File: src/sv/mbtrh_pkg.sv
// Shared types and protocol constants for the Modbus TCP read-holding server.
// This package has no dependencies. The top level and its checker use it.
package mbtrh_pkg;

  // Length of the stored part of a request: the MBAP header plus the PDU head.
  localparam int unsigned HDR_LEN = 12;

  // Modbus constants.
  localparam logic [7:0]  FC_READ_HOLDING      = 8'h03;
  localparam logic [7:0]  EXC_FLAG             = 8'h80;
  localparam logic [7:0]  EXC_ILLEGAL_FUNCTION = 8'h01;
  localparam logic [7:0]  EXC_ILLEGAL_ADDRESS  = 8'h02;
  localparam logic [15:0] MAX_COUNT            = 16'd125;
  localparam logic [5:0]  MBAP_PREFIX          = 6'd6;

  // Fixed positions of response bytes.
  localparam logic [5:0] POS_TID_HI  = 6'd0;
  localparam logic [5:0] POS_TID_LO  = 6'd1;
  localparam logic [5:0] POS_PID_HI  = 6'd2;
  localparam logic [5:0] POS_PID_LO  = 6'd3;
  localparam logic [5:0] POS_LEN_HI  = 6'd4;
  localparam logic [5:0] POS_LEN_LO  = 6'd5;
  localparam logic [5:0] POS_UNIT    = 6'd6;
  localparam logic [5:0] POS_FUNC    = 6'd7;
  localparam logic [5:0] POS_DETAIL  = 6'd8;

  // Input operation codes.
  localparam logic OP_REQUEST_BYTE = 1'b0;
  localparam logic OP_WRITE_REG    = 1'b1;

  // Sequencer states.
  typedef enum logic [2:0] {
    ST_IDLE  = 3'b001,
    ST_CHECK = 3'b010,
    ST_EMIT  = 3'b100
  } state_t;

endpackage

File: src/sv/modbus_tcp_read_holding_server.sv
// Top level of the Modbus TCP read-holding-registers server.
// Depends on mbtrh_pkg for constants and the sequencer state type.
//
// The block accepts one word per cycle while idle: either a request byte or a write
// of one holding register. Register writes and request bytes without frame_end
// never stall. The request byte that carries frame_end starts the response: a
// request check on the shared 17-bit adder, then the response is walked one byte
// per cycle through the output register while the consumer does not stall, so a
// response of N bytes (9 for an exception, 9 + 2 * count for a normal reply) holds
// off new input until its last byte is loaded. Only the first twelve request bytes
// are kept; a short frame reuses bytes kept from earlier frames. The holding-register
// table is cleared at reset, and writes to indexes at or above NUM_REGS are ignored.
module modbus_tcp_read_holding_server #(
  parameter int unsigned NUM_REGS = 16
) (
  input  logic        clk,
  input  logic        rst_n,
  input  logic        in_valid,
  output logic        in_ready,
  input  logic        in_operation,
  input  logic [7:0]  in_data_byte,
  input  logic        in_frame_end,
  input  logic [3:0]  in_reg_index,
  input  logic [15:0] in_reg_value,
  output logic        out_valid,
  input  logic        out_ready,
  output logic [7:0]  out_byte,
  output logic        out_last
);

  localparam int unsigned IW = (NUM_REGS > 1) ? $clog2(NUM_REGS) : 1;
  localparam logic [16:0] NREGS = 17'(NUM_REGS);

  mbtrh_pkg::state_t state_r, state_nxt;

  logic [7:0]    header_r [mbtrh_pkg::HDR_LEN];
  logic [3:0]    pos_r, pos_nxt;
  logic [15:0]   table_r  [NUM_REGS];

  logic [5:0]    k_r, k_nxt;
  logic [5:0]    last_k_r, last_k_nxt;
  logic [5:0]    len_m6_r, len_m6_nxt;
  logic [7:0]    func_byte_r, func_byte_nxt;
  logic [7:0]    detail_r, detail_nxt;
  logic [IW-1:0] ptr_r, ptr_nxt;

  logic          out_valid_r, out_valid_nxt;
  logic [7:0]    out_byte_r, out_byte_nxt;
  logic          out_last_r, out_last_nxt;

  logic          accept;
  logic          is_write;
  logic          write_ok;
  logic [IW-1:0] waddr;
  logic [15:0]   req_start;
  logic [15:0]   req_qty;
  logic [16:0]   adder_out;
  logic          bad_req;
  logic          load_out;
  logic [15:0]   rd_value;
  logic [7:0]    emit_byte;

  assign in_ready  = (state_r == mbtrh_pkg::ST_IDLE);
  assign accept    = in_valid && in_ready;
  assign is_write  = (in_operation == mbtrh_pkg::OP_WRITE_REG);
  assign write_ok  = ({1'b0, 12'd0, in_reg_index} < NREGS);
  assign waddr     = IW'(in_reg_index);

  assign out_valid = out_valid_r;
  assign out_byte  = out_byte_r;
  assign out_last  = out_last_r;

  // Request fields as stored, big-endian.
  assign req_start = {header_r[8], header_r[9]};
  assign req_qty   = {header_r[10], header_r[11]};

  // Shared adder: forms start + count while checking, and steps the table pointer
  // while the response is walked.
  always_comb begin
    if (state_r == mbtrh_pkg::ST_CHECK) begin
      adder_out = {1'b0, req_start} + {1'b0, req_qty};
    end else begin
      adder_out = 17'(ptr_r) + 17'd1;
    end
  end

  assign bad_req = ({1'b0, req_start} >= NREGS) || (adder_out > NREGS) ||
                   (req_qty == 16'd0) || (req_qty > mbtrh_pkg::MAX_COUNT);

  assign rd_value = table_r[ptr_r];
  assign load_out = (state_r == mbtrh_pkg::ST_EMIT) && (!out_valid_r || out_ready);

  // Response byte for the current position.
  always_comb begin
    case (k_r)
      mbtrh_pkg::POS_TID_HI: emit_byte = header_r[0];
      mbtrh_pkg::POS_TID_LO: emit_byte = header_r[1];
      mbtrh_pkg::POS_PID_HI: emit_byte = 8'd0;
      mbtrh_pkg::POS_PID_LO: emit_byte = 8'd0;
      mbtrh_pkg::POS_LEN_HI: emit_byte = 8'd0;
      mbtrh_pkg::POS_LEN_LO: emit_byte = {2'b00, len_m6_r};
      mbtrh_pkg::POS_UNIT:   emit_byte = header_r[6];
      mbtrh_pkg::POS_FUNC:   emit_byte = func_byte_r;
      mbtrh_pkg::POS_DETAIL: emit_byte = detail_r;
      default: begin
        // Data bytes start at an odd position, high byte first.
        emit_byte = k_r[0] ? rd_value[15:8] : rd_value[7:0];
      end
    endcase
  end

  // Sequencer and output register.
  always_comb begin
    state_nxt     = state_r;
    pos_nxt       = pos_r;
    k_nxt         = k_r;
    last_k_nxt    = last_k_r;
    len_m6_nxt    = len_m6_r;
    func_byte_nxt = func_byte_r;
    detail_nxt    = detail_r;
    ptr_nxt       = ptr_r;
    out_valid_nxt = out_valid_r && !out_ready;
    out_byte_nxt  = out_byte_r;
    out_last_nxt  = out_last_r;
    case (state_r)
      mbtrh_pkg::ST_IDLE: begin
        if (accept && !is_write) begin
          if (pos_r < 4'(mbtrh_pkg::HDR_LEN)) begin
            pos_nxt = pos_r + 4'd1;
          end
          if (in_frame_end) begin
            state_nxt = mbtrh_pkg::ST_CHECK;
          end
        end
      end
      mbtrh_pkg::ST_CHECK: begin
        pos_nxt = 4'd0;
        k_nxt   = 6'd0;
        ptr_nxt = IW'(req_start);
        if (header_r[7] != mbtrh_pkg::FC_READ_HOLDING) begin
          func_byte_nxt = header_r[7] | mbtrh_pkg::EXC_FLAG;
          detail_nxt    = mbtrh_pkg::EXC_ILLEGAL_FUNCTION;
          len_m6_nxt    = 6'd3;
        end else if (bad_req) begin
          func_byte_nxt = mbtrh_pkg::FC_READ_HOLDING | mbtrh_pkg::EXC_FLAG;
          detail_nxt    = mbtrh_pkg::EXC_ILLEGAL_ADDRESS;
          len_m6_nxt    = 6'd3;
        end else begin
          func_byte_nxt = mbtrh_pkg::FC_READ_HOLDING;
          detail_nxt    = {req_qty[6:0], 1'b0};
          len_m6_nxt    = {req_qty[4:0], 1'b0} + 6'd3;
        end
        last_k_nxt = len_m6_nxt + mbtrh_pkg::MBAP_PREFIX - 6'd1;
        state_nxt  = mbtrh_pkg::ST_EMIT;
      end
      mbtrh_pkg::ST_EMIT: begin
        if (load_out) begin
          out_valid_nxt = 1'b1;
          out_byte_nxt  = emit_byte;
          out_last_nxt  = (k_r == last_k_r);
          k_nxt         = k_r + 6'd1;
          // Step to the next register after its low byte has gone out.
          if ((k_r > mbtrh_pkg::POS_DETAIL) && !k_r[0]) begin
            ptr_nxt = adder_out[IW-1:0];
          end
          if (k_r == last_k_r) begin
            state_nxt = mbtrh_pkg::ST_IDLE;
          end
        end
      end
      default: begin
        state_nxt = mbtrh_pkg::ST_IDLE;
      end
    endcase
  end

  // Control registers.
  always_ff @(posedge clk) begin
    if (!rst_n) begin
      state_r     <= mbtrh_pkg::ST_IDLE;
      pos_r       <= 4'd0;
      out_valid_r <= 1'b0;
    end else begin
      state_r     <= state_nxt;
      pos_r       <= pos_nxt;
      out_valid_r <= out_valid_nxt;
    end
  end

  // Working registers of the response walk.
  always_ff @(posedge clk) begin
    k_r         <= k_nxt;
    last_k_r    <= last_k_nxt;
    len_m6_r    <= len_m6_nxt;
    func_byte_r <= func_byte_nxt;
    detail_r    <= detail_nxt;
    ptr_r       <= ptr_nxt;
    out_byte_r  <= out_byte_nxt;
    out_last_r  <= out_last_nxt;
  end

  // Stored request bytes, cleared at reset.
  always_ff @(posedge clk) begin
    if (!rst_n) begin
      for (int i = 0; i < int'(mbtrh_pkg::HDR_LEN); i++) begin
        header_r[i] <= 8'd0;
      end
    end else if (accept && !is_write && (pos_r < 4'(mbtrh_pkg::HDR_LEN))) begin
      header_r[pos_r] <= in_data_byte;
    end
  end

  // Holding-register table, cleared at reset.
  always_ff @(posedge clk) begin
    if (!rst_n) begin
      for (int i = 0; i < int'(NUM_REGS); i++) begin
        table_r[i] <= 16'd0;
      end
    end else if (accept && is_write && write_ok) begin
      table_r[waddr] <= in_reg_value;
    end
  end

endmodule

File: config.mk
export PLATFORM = sky130hd
export DESIGN_NAME = modbus_tcp_read_holding_server
export DESIGN_NICKNAME = d
export VERILOG_FILES = /design/src/sv/mbtrh_pkg.sv /design/src/sv/modbus_tcp_read_holding_server.sv
export SDC_FILE = /design/constraint.sdc
export NUM_CORES = 1
export LEC_CHECK = 0
export ABC_AREA = 1
export BUFFER_PORTS_ARGS = -buffer_cell sky130_fd_sc_hd__buf_2
export CORE_MARGIN = 4
export CORE_UTILIZATION = 50
export DETAILED_ROUTE_END_ITERATION = 10
export HOLD_SLACK_MARGIN = 0.08
export PLACE_DENSITY = 0.64
export SYNTH_ARGS = -nofsm -noshare
export SYNTH_HDL_FRONTEND = slang
export SYNTH_SLANG_ARGS = --single-unit
File: constraint.sdc
create_clock -name clk -period 6.8 [get_ports clk]
set_input_delay 0.68 -clock clk [delete_from_list [all_inputs] [get_ports clk]]
set_output_delay 0.68 -clock clk [all_outputs]
set_load 0.005 [all_outputs]
==> summary.md, run 1 <==
| Metric | Value |
|---|---|
| Status | `completed` |
| TritonCTS Sinks | `377` |
| CP cell instances | `buf_2, inv_1, nor3_2, inv_2, nor2_1, nand2_1, nand2_1` |
| Chip Width | `198.3 um` |
| Slowest CP cell | `nand2_1` |
| Pin count of the biggest net entering global routing | `101` |
| Global-route wire length before repair | `71180 um` |
| Final Core Density | `0.5549` |
| RSZ-0062 raised after global routing | `false` |
| Critical path required time | `6960 ps` |
| Sequential element share of the synthesized area | `0.6188` |
| Die Ht | `198.3 um` |
| Post-DRT Antenna Nets | `0` |
| Post-CTS Hold Fix Bufs | `0` |
| Yosys warnings | `0` |
| Clk_lat worst skew | `540 ps` |
| FF+latch count, synth | `377` |
| Share of cells above drive strength 1 | `0.07479` |
| Reg power frac | `0.533` |
| Pwr dens | `252.2 nW/um^2` |
| Sw Share | `0.2265` |
| Slew HR | `0.2673` |
| Dpl cells | `2194` |
| CP Class | `in -> reg` |
| Measured slew at the worst slew-check pin | `1099 ps` |
| Via count | `12980` |
| Avg Cell Area, Syn | `10.19 sq um` |
| Maxcap violations | `0` |
| Setup TNS | `0 ps` |
| Reg2reg end | `last_k_r[5]` |
| Longest Clk Path Bufs | `3` |
| Post-synth top flop | `edfxtp_1` |
| Critical path endpoint category | `flop` |
| Fin nets | `1839` |
| Worst Hold Launch | `header_r[7][4]` |
| Startpoint Class | `primary input` |
| Initial antenna violation count | `1` |
| Post-CTS Resized | `0` |
| CP max stage delay | `670 ps` |
| Hold Path Sink | `func_byte_r[4]` |
| Post-route DRC violation count | `0` |
| Crit Path Max Fanout | `29` |
| Cells after Synth | `1777` |
| Vias in the first global route | `12210` |
| Syn nets | `1841` |
| Hold path cells | `0` |
| Clock Pin Slew Worst Setup and Hold Paths | `60 ps` |
| Final hold vios | `0` |
| Root Driver | `clkbuf_16` |
| Reg2Reg Setup Slack | `3360 ps` |
| WL final | `48160 um` |
| Yosys top cell by area | `edfxtp_1` |
| Achievable Freq | `279.1 MHz` |
| Combinational power share | `0.058` |
| CP delay by family, top | `simple AND/OR/NAND/NOR gates` |
| CTS tree | `built` |
| Grt total ovfl | `0` |
| Period utilization | `0.5269` |
| Post-synth EDFFs | `365` |
| Largest cells by area after synthesis | `edfxtp_1 (61%), nor2_1 (8.0%), inv_1 (4.3%), nand2_1 (3.9%), mux2i_1 (3.5%)` |
| R2R cell count | `21` |
| Post-route insts no fill | `2266` |
| Storage cell area | `11210 sq um` |
| Most common cell in the netlist | `nor2_1` |
| Post-synth top cells | `nor2_1 (387), edfxtp_1 (365), inv_1 (206)` |
| Row Count | `69` |
| Num CTS Buffers | `40` |
| Int Power | `3.860 mW` |
| DP Wirelength | `32450 um` |
| Post-synth cell types | `45` |
| Multi-input logic area | `5742 sq um` |
| Fin. max-slew vios | `0` |
| Buffers on Ports | `44` |
| GRT Overall Usage | `0.2410` |
| Post-synth top area share | `0.6055` |
| Power Total | `4.990 mW` |
| Initial DRC Count | `1550` |
| Die area | `39310 sq um` |
| Max H-tree Level | `2` |
| Crit path time final | `3583 ps` |
| Via/cell ratio | `5.729` |
| I/O Pins | `45` |
| Core Box Area | `35660 sq um` |
| FFs w/ async S/R, synth | `0` |
| Clock power frac | `0.409` |
| Hold crit path type | `reg -> reg` |
| Fillers | `3116` |
| Final setup fails | `0` |
| Syn Std Cell Area | `18100 sq um` |
| Arr. time, crit path | `3750 ps` |
| Critical R2R Launch | `header_r[11][0]` |
| Buffers plus inverters on the worst setup path | `3` |
| Leak | `8.134 nW` |
| P&R area growth vs syn | `9.304%` |
| Most frequent CP cell | `nand2_1` |
| Initial Util | `0.5077` |
| RD Place Congestion | `0.9187` |
| DR WL/cell | `21.26 um` |
| VDD IR max | `0.2058 mV` |
| ANT cells | `0` |
| Post-CTS setup buffers | `0` |
| Skew final | `25.16 ps` |
| Switch Pwr | `1.130 mW` |
| Pre-Repair DR Iteration Count | `5` |
placed cells by master, fill, tap and decap left out, types with 2 or more instances in the layout:
master     count
nor2_1       387
edfxtp_1     365
inv_1        206
nand2_1      189
o21ai_0       99
a21oi_1       91
nand3_1       88
mux2i_1       64
o211ai_1      64
buf_2         44
clkbuf_16     40
ha_1          29
nand4_1       11
clkinv_2      10
nor3_1         9
dfxtp_1        9
clkinv_1       9
nand3b_1       8
nand3_2        8
clkbuf_1       8
a221oi_1       6
o2111ai_1      6
inv_2          4
nor2_2         4
a211oi_1       4
buf_4          4
and2_1         3
xor2_1         3
xnor2_1        2
nor3_4         2
or2_2          2
a31oi_1        2
mux2_2         2
nor3_2         2
dfxtp_2        2
bufinv_16      2
worst reg2reg max path, cell delays in order (launching register included):
cell      delay (ps)
edfxtp_1         520
ha_1             300
fa_1             420
inv_1             70
nand2_1           40
nand2_1           60
nand2_1           70
nand2_1          110
nand3_1           70
nor2_1           140
nor2_1            70
nor2_1           110
nand3_1           90
nor2_2           100
nand2_2          130
nor2_8           170
nand2_1          100
ha_1             220
nor2_1           150
nand4_1          110
nand2_1          100
inv_1             40
area by class of cell:
cell class	instances	share of cell area
clock buffers	49	0.05280
clock inverters	23	0.008664
inverters	211	0.04009
multi-input cells	1097	0.2902
flip-flops and latches	377	0.5664
well taps	461	0.02915
repair buffers	48	0.01265
power by group through the flow:
stage	Clock [mW]	Sequential, mW	Combinational [mW]
after global routing	2.16	2.66	0.317
after floorplan	0	2.69	0.187
final	2.04	2.66	0.291
after CTS	2.06	2.66	0.288
after global placement	0	2.70	0.282
after detailed placement	0	2.71	0.287
per-stage QoR:
stage	instance area [sq um]	hold WS, ps	setup WS [ps]
after floorplan	18100	475.8	3914
after global placement	18570	431.8	2775
after detailed placement	18570	438.1	2737
after CTS	19790	451.1	3287
after global routing	19790	468.6	2983
final	19790	452.1	3217
routing by layer:
metal  vias to the layer above  wire length (um)  track usage  part of all wire
met2                       538             22610       0.3832              0.47
met3                        74              4190      0.04509             0.087
li1                       6069                 -            -                 -
met1                      6300             20300       0.3476              0.42
met4                         2              1052      0.05789             0.022
met5                         -                13            0           0.00027
worst max-delay path by stage:
stage | slack (ps) | end | startpoint | depth (start not counted)
after global placement | 2770 | table_r[3][2] | rst_n | 7
final | 3220 | table_r[7][14] | rst_n | 7
after global routing | 2980 | last_k_r[5] | state_r[2] | 18
after detailed placement | 2740 | table_r[7][1] | rst_n | 7
after CTS | 3290 | table_r[7][1] | rst_n | 7
after floorplan | 3910 | last_k_r[5] | header_r[11][0] | 21
registers in the layout, summed over array words and instances, names as in the netlist, named ones only:
name         count
func_byte_r      8
ptr_r            4
last_k_r         5
out_byte         8
pos_r            4
out_valid        1
header_r        64
out_last         1
state_r          3
len_m6_r         5
table_r        256
detail_r         8
k_r              6
logic make-up after synthesis:
group,synth area share
simple gates,0.1673
flops,0.6188
buf+inv,0.06401
compound gates,0.08972
mux,0.03663
fa+ha+maj,0.02115
xor+xnor,0.002420
(Power assumes the default switching activity.)
==> run 2, diff against run 1 <==
==> constraint.sdc (replaced) <==
create_clock -name clk -period 3.5 [get_ports clk]
set_input_delay 0.35 -clock clk [delete_from_list [all_inputs] [get_ports clk]]
set_output_delay 0.35 -clock clk [all_outputs]
set_load 0.005 [all_outputs]
==> run 2 against run 1 <==
Effect of this change:
- largest power group unchanged
- flip-flop and latch count unchanged
- combinational power up 87%
- register-to-register slack worse by 3000 ps
- final area up 1.5%
- power up 95%
- critical endpoint is now last_k_r[5]
- count of clock-buffer cells in the layout up 2
- sequential power up 94%
- final cell count up 1.4%
- non-clock buffer count up 32
==> summary.md, run 2 (synthesis results as in run 1) <==
| Metric | Value |
|---|---|
| Max H-tree Level | `2` |
| Skew final | `18.46 ps` |
| Longest Clk Path Bufs | `3` |
| Final Core Density | `0.5633` |
| Top flop regs | `table_r (256), header_r (64)` |
| Num CTS Buffers | `40` |
| Post-CTS Resized | `0` |
| P&R area growth vs syn | `10.96%` |
| Setup WS pre-CTS | `366.9 ps` |
| Commonest non-fill, non-tap cells in the layout | `nor2_1 (387), edfxtp_1 (365), inv_1 (206)` |
| TritonCTS Sinks | `377` |
| WL final | `44960 um` |
| Largest Register | `table_r` |
| Grt total ovfl | `0` |
| Reg2Reg Setup Slack | `360 ps` |
| Slew HR | `0.3906` |
| Initial DRC Count | `1346` |
| Pwr dens | `485.7 nW/um^2` |
| Critical path required time | `3790 ps` |
| Die Ht | `198.3 um` |
| Post-CTS setup buffers | `0` |
| Die area | `39310 sq um` |
| RSZ-0062 raised after global routing | `false` |
| Dpl cells | `2226` |
| Root Driver | `clkbuf_16` |
| Crit Path Max Fanout | `10` |
| Post-route insts no fill | `2297` |
| Via/cell ratio | `5.618` |
| Commonest non-fill, non-tap cell in the layout | `nor2_1` |
| DP Wirelength | `31060 um` |
| Vias in the first global route | `12270` |
| Crit path time final | `3137 ps` |
| Startpoint Class | `flop` |
| Achievable Freq | `318.8 MHz` |
| Row Count | `69` |
| Core Box Area | `35660 sq um` |
| Post-route DRC violation count | `0` |
| Global-route wire length before repair | `69610 um` |
| Pre-Repair DR Iteration Count | `5` |
| Buffers on Ports | `44` |
| RD Place Congestion | `0.8779` |
| CTS tree | `built` |
| Post-DRT Antenna Nets | `0` |
| Via count | `12900` |
| Setup TNS | `0 ps` |
| Critical path endpoint category | `flop` |
| Final setup fails | `0` |
| Share of cells above drive strength 1 | `0.08987` |
| Max FFs per register | `256` |
| Initial Util | `0.5077` |
| Initial antenna violation count | `0` |
| Pin count of the biggest net entering global routing | `75` |
| Clk_lat worst skew | `530 ps` |
| Clock Pin Slew Worst Setup and Hold Paths | `60 ps` |
| Period utilization | `0.8963` |
| Fin. max-slew vios | `0` |
| Arr. time, crit path | `3420 ps` |
| Chip Width | `198.3 um` |
| DR WL/cell | `19.58 um` |
| Fin nets | `1871` |
| Post-CTS Hold Fix Bufs | `0` |
| VDD IR max | `0.3872 mV` |
| Measured slew at the worst slew-check pin | `904.5 ps` |
| Final hold vios | `0` |
| ANT cells | `0` |
| CP Class | `reg -> reg` |
| Status | `completed` |
| I/O Pins | `45` |
| Maxcap violations | `0` |
| Fillers | `3109` |
| Hold crit path type | `in -> reg` |
| GRT Overall Usage | `0.2276` |
| Leak | `8.299 nW` |
| Worst Slack Setup Final | `363.0 ps` |
run 2: cell types whose count changed in the layout (fill, tap and decap cells not counted):
cell | previous run | this run
buf_4 | 4 | 34
clkinv_2 | 10 | 6
buf_12 | 0 | 2
clkbuf_16 | 40 | 42
clkinv_1 | 9 | 10
run 2: final timing paths:
path | startpoint | endpoint | depth (start not counted)
setup / recovery | header_r[9][0] | last_k_r[5] | 21
hold / removal | in_frame_end | state_r[1] | 3
setup reg to reg | header_r[9][0] | last_k_r[5] | 21
hold reg to reg | header_r[7][2] | func_byte_r[2] | 0
run 2: critical path, stage by stage, from the launching register on:
cell      delay [ps]
edfxtp_1         400
ha_1             260
fa_1             410
nand2_1          100
nand2_1           80
nand3_1           90
nand2_1          100
nand2_1           90
nand2_1           50
nand2_1           50
inv_1             30
nor2_1            90
nand4_1           80
nand2_1           80
nand2_2          120
nor2_8           160
nand2_1          110
ha_1             220
nor2_1           140
nand4_1          110
nand2_1           80
inv_1             40
run 2: cell type report:
cell class | instances | area [sq um] | area share
inverters | 211 | 793.3 | 0.03950
multi-input cells | 1097 | 5742 | 0.2859
flip-flops and latches | 377 | 11210 | 0.5580
clock buffers | 51 | 1095 | 0.05451
repair buffers | 80 | 515.5 | 0.02567
clock inverters | 20 | 155.1 | 0.007725
well taps | 461 | 576.8 | 0.02872
run 2: per-layer routing:
metal	vias up	share of wire	GRT usage
li1	6137	-	-
met1	6203	0.46	0.3500
met2	497	0.44	0.3384
met3	67	0.077	0.03573
met4	0	0.026	0.06350
met5	-	0	0
run 2: metrics by stage:
step / cell area [sq um] / hold slack [ps] / power, mW
after floorplan: 18100 / 475.8 / 5.586
after global placement: 18830 / 431.8 / 5.774
after detailed placement: 18830 / 438.9 / 5.789
after CTS: 20080 / 185.6 / 9.820
after global routing: 20080 / 235.9 / 10.07
final: 20080 / 203.2 / 9.755
run 2: power by group:
group / switching, mW / total (mW) / internal, mW
Sequential: 0.0604 / 5.15 / 5.09
Clock: 1.70 / 4.06 / 2.36
Combinational: 0.404 / 0.545 / 0.142
Total: 2.16 / 9.75 / 7.59
==> run 3, diff against run 2 <==
--- a/config.mk
+++ b/config.mk
@@ -11,6 +11,7 @@
 export CORE_UTILIZATION = 50
 export DETAILED_ROUTE_END_ITERATION = 10
 export HOLD_SLACK_MARGIN = 0.08
+export MAX_ROUTING_LAYER = met4
 export PLACE_DENSITY = 0.64
 export SYNTH_ARGS = -nofsm -noshare
 export SYNTH_HDL_FRONTEND = slang
==> run 3 against run 2 <==
Effect of this change:
- final area down 0.16%
- hold slack worse by 11 ps
- utilization down 0.088 points
- critical path depth unchanged
- setup slack worse by 29 ps
- non-clock buffer count up 3
- flip-flop and latch count unchanged
- fmax down 0.91%
- combinational power up 0.9%
- via count about the same
- sequential power about the same
- largest cell class unchanged
==> summary.md, run 3 (synthesis results as in run 1) <==
| Metric | Value |
|---|---|
| Initial DRC Count | `1291` |
| Hold Path Sink | `state_r[1]` |
| Reg2Reg Setup Slack | `330 ps` |
| Final Core Density | `0.5624` |
| Arr. time, crit path | `3460 ps` |
| R2R cell count | `21` |
| Measured slew at the worst slew-check pin | `873.2 ps` |
| Critical path endpoint category | `flop` |
| Clock Pin Slew Worst Setup and Hold Paths | `60 ps` |
| Multi-input logic area | `5742 sq um` |
| VDD IR max | `0.3368 mV` |
| Fin. max-slew vios | `0` |
| GRT Overall Usage | `0.2354` |
| Post-CTS setup buffers | `0` |
| CTS tree | `built` |
| Largest Register | `table_r` |
| DR WL/cell | `19.64 um` |
| Die area | `39310 sq um` |
| Fin nets | `1875` |
| Skew final | `25.93 ps` |
| P&R area growth vs syn | `10.78%` |
| DP Wirelength | `31170 um` |
| Post-CTS Resized | `0` |
| Dpl cells | `2229` |
| CP Class | `reg -> reg` |
| Worst Hold Launch | `in_frame_end` |
| Post-route DRC violation count | `0` |
| Fillers | `3111` |
| Grt total ovfl | `0` |
| Storage cell area | `11210 sq um` |
| Clk_lat worst skew | `540 ps` |
| Slew HR | `0.4117` |
| Startpoint Class | `flop` |
| Crit Path Max Fanout | `10` |
| Achievable Freq | `315.9 MHz` |
| Chip Width | `198.3 um` |
| Top flop regs | `table_r (256), header_r (64)` |
| Row Count | `69` |
| Period utilization | `0.9046` |
| Final setup fails | `0` |
| Vias in the first global route | `12030` |
| Pin count of the biggest net entering global routing | `67` |
| Hold crit path type | `in -> reg` |
| Maxcap violations | `0` |
| Initial antenna violation count | `0` |
| Final hold vios | `0` |
| Crit path time final | `3166 ps` |
| RSZ-0062 raised after global routing | `false` |
| CP max stage delay | `430 ps` |
| Commonest non-fill, non-tap cell in the layout | `nor2_1` |
| Critical R2R Launch | `header_r[9][0]` |
| CP cell instances | `ha_1, fa_1, nand2_1, nand2_1, nand3_1, nand2_1, nand2_1, nand2_1, nand2_1, inv_1, nor2_1, nand4_1, nand2_1, nand2_2, nor2_8, nand2_1, ha_1, nor2_1, nand4_1, nand2_1, inv_1` |
| Hold path cells | `3` |
| Pwr dens | `482.2 nW/um^2` |
| Power Total | `9.670 mW` |
| Setup WS pre-CTS | `332.6 ps` |
| Slowest CP cell | `fa_1` |
| Critical path required time | `3790 ps` |
| Setup TNS | `0 ps` |
| Via/cell ratio | `5.619` |
| Worst Slack Setup Final | `334.1 ps` |
| Core Box Area | `35660 sq um` |
| ANT cells | `0` |
| I/O Pins | `45` |
| Via count | `12900` |
| WL final | `45070 um` |
| Leak | `8.294 nW` |
| Most frequent CP cell | `nand2_1` |
| Pre-Repair DR Iteration Count | `5` |
| Buffers on Ports | `44` |
| Reg2reg end | `last_k_r[5]` |
| Max H-tree Level | `2` |
| Share of cells above drive strength 1 | `0.09051` |
| Die Ht | `198.3 um` |
| Root Driver | `clkbuf_16` |
| Initial Util | `0.5077` |
| Commonest non-fill, non-tap cells in the layout | `nor2_1 (387), edfxtp_1 (365), inv_1 (206)` |
| Num CTS Buffers | `41` |
| Post-route insts no fill | `2295` |
| Global-route wire length before repair | `69640 um` |
| Post-CTS Hold Fix Bufs | `0` |
| TritonCTS Sinks | `377` |
| Longest Clk Path Bufs | `3` |
| Max FFs per register | `256` |
| Post-DRT Antenna Nets | `0` |
| Status | `completed` |
| RD Place Congestion | `0.8850` |
-- run 3: cell types whose count changed in the layout (fill, tap and decap cells not counted), sizes merged --
| cell | change |
|---|---|
| bufinv | -1 |
| clkbuf | -2 |
| clkinv | -2 |
| buf | +3 |
| inv | +1 |
| clkinvlp | -1 |
-- run 3: worst max-delay path by stage --
stage	end	from	cells past startpoint	slack [ps]
global route	last_k_r[5]	header_r[9][0]	21	9
global placement	last_k_r[5]	header_r[9][0]	21	440
finish	last_k_r[5]	header_r[9][0]	21	330
floorplan	last_k_r[5]	header_r[11][0]	21	610
CTS	last_k_r[5]	header_r[9][0]	21	330
detailed placement	last_k_r[5]	header_r[9][0]	21	330
-- run 3: report_power, final --
group          switching, mW  internal [mW]  total, mW
combinational          0.407          0.143      0.550
sequential            0.0616           5.09       5.15
clock                   1.68           2.29       3.97
total                   2.14           7.53       9.67
-- run 3: routing by layer --
layer | routed length (um) | GRT usage
met5 | 0 | -
met4 | 1056 | 0.05687
met3 | 3575 | 0.03760
met2 | 19890 | 0.3359
met1 | 20550 | 0.3567
-- run 3: metrics by stage --
stage | instance area (sq um) | hold slack (ps)
5_1_grt | 20050 | 210.9
3_5_place_dp | 18840 | 432.4
6_report | 20050 | 192.4
2_1_floorplan | 18100 | 475.8
3_3_place_gp | 18840 | 431.2
4_1_cts | 20050 | 170.2
-- run 3: area by class of cell --
type	count	area share
flip-flops and latches	377	0.5589
multi-input cells	1097	0.2863
clock buffers	49	0.05478
inverters	211	0.03956
well taps	461	0.02876
repair buffers	83	0.02621
clock inverters	17	0.005491
-- run 3: critical path, delay by kind of cell, from the launching register on --
kind | cells | cell delay (ps)
buffers and inverters | 2 | 70
DFF | 1 | 390
adders and majority gates | 3 | 920
and+or+nand+nor | 16 | 1550
